`src/rtl/hhbs_pkg.sv`:
```
package hhbs_pkg;

  // Line break bytes
  localparam logic [7:0] BYTE_CR = 8'h0D;
  localparam logic [7:0] BYTE_LF = 8'h0A;

  // Partial terminator progress codes
  localparam logic [2:0] MP_NONE    = 3'd0;
  localparam logic [2:0] MP_CR      = 3'd1;
  localparam logic [2:0] MP_LF      = 3'd2;
  localparam logic [2:0] MP_CRLF    = 3'd3;
  localparam logic [2:0] MP_CRLFCR  = 3'd4;

  // Section codes
  localparam logic SECT_HEADER = 1'b0;
  localparam logic SECT_BODY   = 1'b1;

  // Status codes
  localparam logic STAT_OK     = 1'b0;
  localparam logic STAT_NO_END = 1'b1;

  // Most output words one input byte can produce
  localparam int unsigned MAX_BURST = 4;

  // One output word
  typedef struct packed {
    logic [7:0] out_byte;
    logic       section;
    logic       header_end;
    logic       out_last;
    logic       status;
  } res_t;

endpackage

```
`src/rtl/hhbs_in_if.sv`:
```
interface hhbs_in_if;
  logic       valid;
  logic       ready;
  logic [7:0] in_byte;
  logic       in_last;

  modport source (output valid, output in_byte, output in_last, input ready);
  modport sink   (input valid, input in_byte, input in_last, output ready);
endinterface

```
`src/rtl/hhbs_out_if.sv`:
```
interface hhbs_out_if;
  logic       valid;
  logic       ready;
  logic [7:0] out_byte;
  logic       section;
  logic       header_end;
  logic       out_last;
  logic       status;

  modport source (output valid, output out_byte, output section, output header_end,
                  output out_last, output status, input ready);
  modport sink   (input valid, input out_byte, input section, input header_end,
                  input out_last, input status, output ready);
endinterface

```
`src/rtl/http_header_body_splitter.sv`:
```
// HTTP response header/body splitter.
// rx carries the raw response one byte per word, in_last on the final byte.
// tx carries header words (section 0), then body words (section 1). The
// header is normalized: each CR/LF run becomes CR LF and the terminator
// word expands to CR LF CR LF with header_end on the final LF. If a message
// ends with no terminator, one word with status 1 and out_last 1 is sent
// and everything sent for that message must be dropped.
// Each word passes from the burst register into the output register before
// it leaves on tx. One input byte yields zero to four words; while tx is not
// stalled, a byte that yields one word sustains one byte per cycle, and a
// byte that yields several words holds rx while the burst register drains
// into the output register one word per cycle.
// Reset clears the parse state and the valid flags of the burst and output registers.
// When tx stalls, the output register holds its word, the burst register
// fills, and rx ready drops until the burst has drained.
module http_header_body_splitter (
  input  logic              clk,
  input  logic              rst,
  hhbs_in_if.sink           rx,
  hhbs_out_if.source        tx
);

  // parse state
  logic [2:0] match_progress, match_progress_next;
  logic       in_body, in_body_next;
  logic       pending_break, pending_break_next;

  // burst register: up to four words of one byte
  hhbs_pkg::res_t slot [hhbs_pkg::MAX_BURST];
  hhbs_pkg::res_t slot_next [hhbs_pkg::MAX_BURST];
  logic [1:0] burst_top;       // index of the final word in the burst
  logic [1:0] burst_idx;
  logic       burst_valid;
  logic [2:0] burst_n;
  logic [1:0] burst_top_next;

  // output register
  hhbs_pkg::res_t out_word;
  logic           out_valid;

  logic rx_fire, load_out, burst_done, hit;
  logic [2:0] mp;

  assign load_out   = burst_valid && (!out_valid || tx.ready);
  assign burst_done = load_out && (burst_idx == burst_top);
  assign rx.ready   = !burst_valid || burst_done;
  assign rx_fire    = rx.valid && rx.ready;
  assign burst_top_next = burst_n[1:0] - 2'd1;

  // parse one byte: next state and the words it produces
  always_comb begin
    mp = (match_progress > hhbs_pkg::MP_CRLFCR) ? hhbs_pkg::MP_NONE : match_progress;
    hit = 1'b0;
    burst_n = 3'd0;
    match_progress_next = mp;
    in_body_next = in_body;
    pending_break_next = pending_break;
    for (int i = 0; i < hhbs_pkg::MAX_BURST; i++) begin
      slot_next[i] = '0;
    end

    if (in_body) begin
      slot_next[0] = '{rx.in_byte, hhbs_pkg::SECT_BODY, 1'b0, rx.in_last, hhbs_pkg::STAT_OK};
      burst_n = 3'd1;
    end else begin
      if (rx.in_byte == hhbs_pkg::BYTE_CR) begin
        if (mp == hhbs_pkg::MP_CR || mp == hhbs_pkg::MP_CRLFCR) begin
          hit = 1'b1;
        end else begin
          match_progress_next = (mp == hhbs_pkg::MP_CRLF) ? hhbs_pkg::MP_CRLFCR
                                                          : hhbs_pkg::MP_CR;
        end
        pending_break_next = 1'b1;
      end else if (rx.in_byte == hhbs_pkg::BYTE_LF) begin
        if (mp == hhbs_pkg::MP_LF || mp == hhbs_pkg::MP_CRLF ||
            mp == hhbs_pkg::MP_CRLFCR) begin
          hit = 1'b1;
        end else begin
          match_progress_next = (mp == hhbs_pkg::MP_CR) ? hhbs_pkg::MP_CRLF
                                                        : hhbs_pkg::MP_LF;
        end
        pending_break_next = 1'b1;
      end else begin
        // ordinary byte closes any pending break run
        if (pending_break) begin
          slot_next[0] = '{hhbs_pkg::BYTE_CR, hhbs_pkg::SECT_HEADER, 1'b0, 1'b0,
                           hhbs_pkg::STAT_OK};
          slot_next[1] = '{hhbs_pkg::BYTE_LF, hhbs_pkg::SECT_HEADER, 1'b0, 1'b0,
                           hhbs_pkg::STAT_OK};
          slot_next[2] = '{rx.in_byte, hhbs_pkg::SECT_HEADER, 1'b0, 1'b0,
                           hhbs_pkg::STAT_OK};
          burst_n = 3'd3;
        end else begin
          slot_next[0] = '{rx.in_byte, hhbs_pkg::SECT_HEADER, 1'b0, 1'b0,
                           hhbs_pkg::STAT_OK};
          burst_n = 3'd1;
        end
        pending_break_next = 1'b0;
        match_progress_next = hhbs_pkg::MP_NONE;
      end

      // terminator: CR LF CR LF, header_end on the final LF
      if (hit) begin
        slot_next[0] = '{hhbs_pkg::BYTE_CR, hhbs_pkg::SECT_HEADER, 1'b0, 1'b0,
                         hhbs_pkg::STAT_OK};
        slot_next[1] = '{hhbs_pkg::BYTE_LF, hhbs_pkg::SECT_HEADER, 1'b0, 1'b0,
                         hhbs_pkg::STAT_OK};
        slot_next[2] = '{hhbs_pkg::BYTE_CR, hhbs_pkg::SECT_HEADER, 1'b0, 1'b0,
                         hhbs_pkg::STAT_OK};
        slot_next[3] = '{hhbs_pkg::BYTE_LF, hhbs_pkg::SECT_HEADER, 1'b1, rx.in_last,
                         hhbs_pkg::STAT_OK};
        burst_n = 3'd4;
        in_body_next = 1'b1;
        pending_break_next = 1'b0;
        match_progress_next = hhbs_pkg::MP_NONE;
      end else if (rx.in_last) begin
        // message ended inside the header: single error word
        slot_next[0] = '{8'h00, hhbs_pkg::SECT_HEADER, 1'b0, 1'b1, hhbs_pkg::STAT_NO_END};
        slot_next[1] = '0;
        slot_next[2] = '0;
        burst_n = 3'd1;
      end
    end

    // end of message returns to the header phase
    if (rx.in_last) begin
      match_progress_next = hhbs_pkg::MP_NONE;
      in_body_next = 1'b0;
      pending_break_next = 1'b0;
    end
  end

  // parse state
  always_ff @(posedge clk) begin
    if (rst) begin
      match_progress <= hhbs_pkg::MP_NONE;
      in_body <= 1'b0;
      pending_break <= 1'b0;
    end else if (rx_fire) begin
      match_progress <= match_progress_next;
      in_body <= in_body_next;
      pending_break <= pending_break_next;
    end
  end

  // burst register control
  always_ff @(posedge clk) begin
    if (rst) begin
      burst_valid <= 1'b0;
      burst_idx <= 2'd0;
    end else if (rx_fire) begin
      burst_valid <= (burst_n != 3'd0);
      burst_idx <= 2'd0;
    end else if (burst_done) begin
      burst_valid <= 1'b0;
      burst_idx <= 2'd0;
    end else if (load_out) begin
      burst_idx <= burst_idx + 2'd1;
    end
  end

  // burst payload
  always_ff @(posedge clk) begin
    if (rx_fire) begin
      slot <= slot_next;
      burst_top <= burst_top_next;
    end
  end

  // output register
  always_ff @(posedge clk) begin
    if (rst) begin
      out_valid <= 1'b0;
    end else if (load_out) begin
      out_valid <= 1'b1;
    end else if (tx.ready) begin
      out_valid <= 1'b0;
    end
  end

  always_ff @(posedge clk) begin
    if (load_out) begin
      out_word <= slot[burst_idx];
    end
  end

  assign tx.valid      = out_valid;
  assign tx.out_byte   = out_word.out_byte;
  assign tx.section    = out_word.section;
  assign tx.header_end = out_word.header_end;
  assign tx.out_last   = out_word.out_last;
  assign tx.status     = out_word.status;

endmodule

```
`src/flat_wrapper.sv`:
```
// flat-port wrapper written by rule: the top's interface ports become plain ports
module http_header_body_splitter_flat 
  (clk, rst, rx_valid, rx_in_byte, rx_in_last, rx_ready, tx_valid, tx_out_byte, tx_section, tx_header_end, tx_out_last, tx_status, tx_ready);
  hhbs_in_if rx_i ();
  hhbs_out_if tx_i ();
  input  logic clk;
  input  logic rst;
  input wire logic [$bits(rx_i.valid)-1:0] rx_valid;
  input wire logic [$bits(rx_i.in_byte)-1:0] rx_in_byte;
  input wire logic [$bits(rx_i.in_last)-1:0] rx_in_last;
  output wire logic [$bits(rx_i.ready)-1:0] rx_ready;
  output wire logic [$bits(tx_i.valid)-1:0] tx_valid;
  output wire logic [$bits(tx_i.out_byte)-1:0] tx_out_byte;
  output wire logic [$bits(tx_i.section)-1:0] tx_section;
  output wire logic [$bits(tx_i.header_end)-1:0] tx_header_end;
  output wire logic [$bits(tx_i.out_last)-1:0] tx_out_last;
  output wire logic [$bits(tx_i.status)-1:0] tx_status;
  input wire logic [$bits(tx_i.ready)-1:0] tx_ready;
  assign rx_i.valid = rx_valid;
  assign rx_i.in_byte = rx_in_byte;
  assign rx_i.in_last = rx_in_last;
  assign rx_ready = rx_i.ready;
  assign tx_valid = tx_i.valid;
  assign tx_out_byte = tx_i.out_byte;
  assign tx_section = tx_i.section;
  assign tx_header_end = tx_i.header_end;
  assign tx_out_last = tx_i.out_last;
  assign tx_status = tx_i.status;
  assign tx_i.ready = tx_ready;
  http_header_body_splitter u_core (.clk(clk), .rst(rst), .rx(rx_i), .tx(tx_i));
endmodule
```
`config.mk`:
```
export PLATFORM = sky130hd
export DESIGN_NAME = http_header_body_splitter_flat
export DESIGN_NICKNAME = d
export VERILOG_FILES = /design/src/rtl/hhbs_pkg.sv /design/src/rtl/hhbs_in_if.sv /design/src/rtl/hhbs_out_if.sv /design/src/rtl/http_header_body_splitter.sv /design/src/flat_wrapper.sv
export SDC_FILE = /design/constraint.sdc
export NUM_CORES = 1
export LEC_CHECK = 0
export ABC_AREA = 1
export BUFFER_PORTS_ARGS = -buffer_cell sky130_fd_sc_hd__buf_2
export CAP_MARGIN = 20
export CORE_ASPECT_RATIO = 0.75
export CORE_MARGIN = 4
export CORE_UTILIZATION = 55
export CTS_BUF_LIST = sky130_fd_sc_hd__clkbuf_8
export DETAILED_ROUTE_END_ITERATION = 7
export HOLD_SLACK_MARGIN = 0.08
export MAX_ROUTING_LAYER = met4
export PLACE_DENSITY_LB_ADDON = 0.15
export SLEW_MARGIN = 0
export SYNTH_ARGS = -nofsm -noshare
export SYNTH_HDL_FRONTEND = slang
export SYNTH_SLANG_ARGS = --single-unit
export TNS_END_PERCENT = 30
```
`constraint.sdc`:
```
create_clock -name clk -period 6.4 [get_ports clk]
set_clock_uncertainty 0.05 [all_clocks]
set_input_delay 0.64 -clock clk [delete_from_list [all_inputs] [get_ports clk]]
set_output_delay 0.64 -clock clk [all_outputs]
set_load 0.02 [all_outputs]
```
### Word level (Yosys, flattened, before mapping)

Cells that the tools add are included.

| word-level totals | value |
|---|---|
| bits in registers | 71 |
| input port bits | 13 |
| logic and storage cells | 112 |

| cells by class | value |
|---|---|
| add/sub/neg operators | 2 |
| order comparisons | 2 |
| equality and inequality tests | 8 |
| multiplexer cells | 44 |
| bitwise logic cells | 3 |
| reduce and logical (&&, ||, !) cells | 19 |

Operators with widths:

| kind | count |
|---|---|
| $mux 36 | 4 |
| $mux 12 | 4 |
| $mux 3 | 14 |
| $bmux 12 s2 | 1 |
| $mux 20 | 1 |
| $mux 1 | 18 |
| $eq 8x4->1 const B | 2 |
| $mux 8 | 1 |
| $eq 3x2->1 const B | 2 |
| $reduce_or 6->1 | 1 |
| $logic_or 1x1->1 | 5 |
| $reduce_or 5->1 | 1 |
| $reduce_bool 2->1 | 2 |
| $reduce_or 2->1 | 2 |
| $eq 3x1->1 const B | 1 |
| $eq 3x3->1 const B | 1 |
| $ge 3x3->1 const B | 1 |
| $gt 3x3->1 const B | 1 |
| $logic_and 1x1->1 | 3 |
| $not 2->3 | 1 |
| $reduce_bool 3->1 | 1 |
| $reduce_or 3->1 | 1 |
| $add 2x1->2 const B | 1 |
| $eq 2x2->1 | 1 |
| other kinds (6) | 8 |

### Depth between registers and ports, before layout

| depth | value |
|---|---|
| word-level depth | 13 |
| depth in mapped cells | 12 |

### Least setup slack after synthesis

Ideal clock, no wire load.

| timing path | value |
|---|---|
| kind | input to register |
| start | in tx_ready |
| end | reg u_core.burst_idx[0] |
| setup time | 0.116 ns |
| data arrival time | 2.372 ns |
| data required time | 6.234 ns |
| setup slack | 3.862 ns |
| cell stages on the path | 7 |
| path buffers | 0 |
| path through | inv_1 > a21oi_4 > nand3_2 > a21boi_2 > nor2_1 > nand2_1 > nor2_1 |

| on the way | value |
|---|---|
| cells in the longest elaborated chain, start to end | 6 |

RTL lines:

| item | RTL line | RTL |
|---|---|---|
| start: declaration | flat_wrapper.sv:18 | `input wire logic [$bits(tx_i.ready)-1:0] tx_ready;` |
| $logic_or 1x1->1 | http_header_body_splitter.sv:44 | `assign load_out = burst_valid && (!out_valid \|\| tx.ready);` |
| $logic_and 1x1->1 | http_header_body_splitter.sv:44 |  |
| named net u_core.load_out | http_header_body_splitter.sv:41 | `logic rx_fire, load_out, burst_done, hit;` |
| $logic_and 1x1->1 | http_header_body_splitter.sv:45 | `assign burst_done = load_out && (burst_idx == burst_top);` |
| $logic_or 1x1->1 | http_header_body_splitter.sv:46 | `assign rx.ready = !burst_valid \|\| burst_done;` |
| $logic_and 1x1->1 | http_header_body_splitter.sv:47 | `assign rx_fire = rx.valid && rx.ready;` |
| named net u_core.rx_fire | http_header_body_splitter.sv:41 |  |
| $reduce_or 3->1 (no line) | - |  |
| end signal: assignment | http_header_body_splitter.sv:158 | `burst_idx <= burst_idx + 2'd1;` |
| end: declaration | http_header_body_splitter.sv:32 | `logic [1:0] burst_idx;` |

The timed path passes the listed nets, and every way through them passes these cells.
A chain may end at the register's enable or synchronous reset.

### Final worst setup path

| timing path | value |
|---|---|
| start | reg u_core.burst_idx[1] |
| end | out rx_ready |

| on the way | value |
|---|---|
| cells in the longest elaborated chain, start to end | 3 |

RTL lines:

| item | RTL line | RTL |
|---|---|---|
| $eq 2x2->1 | http_header_body_splitter.sv:45 |  |
| $logic_and 1x1->1 | http_header_body_splitter.sv:45 |  |
| $logic_or 1x1->1 | http_header_body_splitter.sv:46 |  |
| end: declaration | flat_wrapper.sv:11 | `output wire logic [$bits(rx_i.ready)-1:0] rx_ready;` |

No other way between the ends.

==> results.yml <==
run_status:
  status: "completed"
timing:
  rsz0062_at_grt: "no"
  relSlewSlack_pct: 62.5
  setup_viol: 0
  fin_crit_sh_pct: 38.5
  whs_ns: 0.442
  worst-slew-pin-transition_ns: 0.561
  finalCriticalPeriod_ns: 2.46
  hold_viol: 0
  slew_viol_final: 0
  max_freq_mhz: 406
  tns_ns: 0
setup_path:
  path_common_cell: "nand2_1"
  critPathKind: "reg -> out"
  cp_top_family: "flip-flops"
  r2r_start: "u_core.burst_idx[1]"
  critical_path.max_stage_delay_ns: 0.62
  r2r_end: "u_core.burst_idx[1]"
  reg2reg_slack_ns: 4.29
  worst-path-buf-inv: 2
  reg2reg_depth: 9
  cp.required_ns: 5.71
  path_cells: "inv_1 -> nand2_1 -> nand2_1 -> nand3_2 -> nand2_1 -> buf_2"
  crit_path_end_kind: "output port"
  cp-start-kind: "flop"
  cp.arrival_ns: 1.77
  crit_slowest_cell: "dfxtp_1"
  cp_max_fo: 14
final_layout:
  finalNetCount: 271
  mostFrequentLayoutCells: "nand2_1 (61), edfxtp_1 (36), nor2_1 (33)"
  nFillCells: 315
  antenna_cells: 0
  final_common_cell: "nand2_1"
  drive_gt1_share_pct: 18.2
  area_delta_synth_final_pct: 12.9
die:
  fp.coreArea_sq_mm: 0.00366
  fp.dieW_um: 79.3
  start_util_pct: 57.3
  row_count: 19
  die_area_sq_mm: 0.00488
  pin_count: 27
  dieHeight_um: 61.5
grt:
  grt_max_degree: 28
  grt.busiest_layer: "met1"
  grt_overflow: 0
  grt_util_met2_pct: 23.5
  use_met1_pct: 23.7
  antenna_found_initial: 0
  grt_pass1_vias: 1268
  grt_first_pass_wirelength_um: 5930
  grt_use_met3_pct: 4.09
  grt_usage_pct: 17.1
min_path:
  min-delay-path-class: "reg -> reg"
  hold_path_startpoint: "u_core.match_progress[2]"
  min_to: "u_core.match_progress[2]"
  hold_depth: 2
yosys:
  synthArstFlopShare_pct: 0
  ys_seq_area_share_pct: 60.1
  synthCells: 227
  synth-main-ff-cell: "edfxtp_1"
  synthesis.area_sq_mm: 0.00210
  ys_ff_latch: 45
  synth_warnings: 0
  synth_nets: 241
  synth_cell_type_count: 26
  avgSynthCellArea_sq_um: 9.24
  synth-edff-count: 36
cts:
  cts_made_buffers: 5
  cts_tree: "built"
  clk_pin_slew_worst_paths_ns: 0.08
  postCtsHoldBufs: 0
  clock_sinks: 45
  post_cts_resized: 0
  clk_latency_ns: 0.30
  clk_path_buf_depth: 2
  cts_root_buffer: "clkbuf_8"
  htree_levels: 2
  cts_setup_buffers: 0
job:
  maxCapViolations: 0
placed_design:
  finalWeightedCongestion: 0.826
  numPortBuffers: 26
  dp_hpwl_um: 2670
drt:
  first_iter_violations: 89
  wl_per_cell_um: 11.5
  vias: 1484
  firstDrtPassIters: 4
  final_antenna_net_count: 0
  drc: 0
  routed_via_density: 4.79
  drt-total-wl_um: 3570
power_and_ir_drop:
  ir_drop_mv: 0.154
  leakagePower_nw: 1.07
  power_density_mw_per_mm2: 240
==> synthesized netlist by cell type (2+ instances only) <==
| master | instances | area share, % |
|---|---|---|
| nand2_1 | 61 | 11 |
| edfxtp_1 | 36 | 52 |
| nor2_1 | 33 | 5.9 |
| inv_1 | 25 | 4.5 |
| nand3_1 | 25 | 6.0 |
| dfxtp_1 | 9 | 8.6 |
| a21oi_1 | 7 | 1.7 |
| clkbuf_1 | 4 | 0.72 |
| o21ai_1 | 4 | 0.95 |
| inv_2 | 3 | 0.54 |
| nand3_2 | 2 | 0.95 |
| nand4_1 | 2 | 0.60 |
| nor2_4 | 2 | 1.1 |
| xor2_1 | 2 | 0.83 |
==> metrics by stage <==
stage | utilization, % | area (sq um) | cells | setup slack [ns] | total power, W
floorplan | - | 2100 | 227 | 3.86 | 0.000390
global placement | 62.4 | 2290 | 302 | 4.06 | 0.000408
detailed placement | 62.4 | 2290 | 302 | 4.05 | 0.000410
CTS | 64.7 | 2370 | 310 | 3.94 | 0.000572
global route | 64.7 | 2370 | 310 | 3.76 | 0.000593
finish | 64.7 | 2370 | 310 | 3.94 | 0.000568
==> layout make-up <==
class                   instances  area, sq um  share of cell area, %
clock buffers                   5         68.8                   2.90
clock inverters                 3         15.0                  0.634
repair buffers                 27          138                   5.81
well taps                      52         65.1                   2.75
inverters                      29          109                   4.59
flip-flops and latches         45         1260                   53.2
multi-input cells             149          713                   30.1
==> worst min-delay path, stage by stage (launching register included) <==
cell	delay, ns
dfxtp_1	0.34
nand2_1	0.06
o21ai_1	0.05
==> worst max path at each step <==
| stage | startpoint | depth (start not counted) | slack, ns | end |
|---|---|---|---|---|
| after detailed placement | tx_ready | 6 | 4.05 | rx_ready |
| after floorplan | tx_ready | 7 | 3.86 | u_core.burst_idx[0] |
| after CTS | u_core.burst_idx[1] | 6 | 3.94 | rx_ready |
| after global routing | u_core.burst_idx[1] | 6 | 3.76 | rx_ready |
| after global placement | tx_ready | 6 | 4.06 | rx_ready |
| final | u_core.burst_idx[1] | 6 | 3.94 | rx_ready |
==> registers in the layout (all words and copies together), names as in the netlist <==
name	flops
u_core.slot	22
u_core.pending_break	1
u_core.tx.header_end	1
u_core.burst_idx	2
u_core.match_progress	3
u_core.tx.out_byte	8
u_core.burst_valid	1
u_core.tx.section	1
u_core.tx.out_last	1
u_core.burst_top	2
u_core.tx.valid	1
u_core.tx.status	1
u_core.in_body	1
==> cell families after synthesis <==
kind of cell               Yosys count  synth area share [%]
and+or+nand+nor                    130                  27.5
DFF                                 45                  60.1
buffers and inverters               33                  5.90
AOI/OAI and AO/OA                   16                  5.01
xor gates and xnor gates             2                 0.835
adders and majority gates            1                 0.596
==> power breakdown <==
group	switching [W]	internal (W)	total, W
combinational	0.0000403	0.0000192	0.0000595
clock	0.0000920	0.0000740	0.000166
sequential	0.00000674	0.000336	0.000343
total	0.000139	0.000429	0.000568
==> per-layer routing <==
metal  vias to the layer above  part of all wire, %
met5                         -                    0
met4                         0                  1.8
met3                         8                  5.9
met2                        33                   40
met1                       641                   53
li1                        802                    -
(Power assumes the default switching activity.)
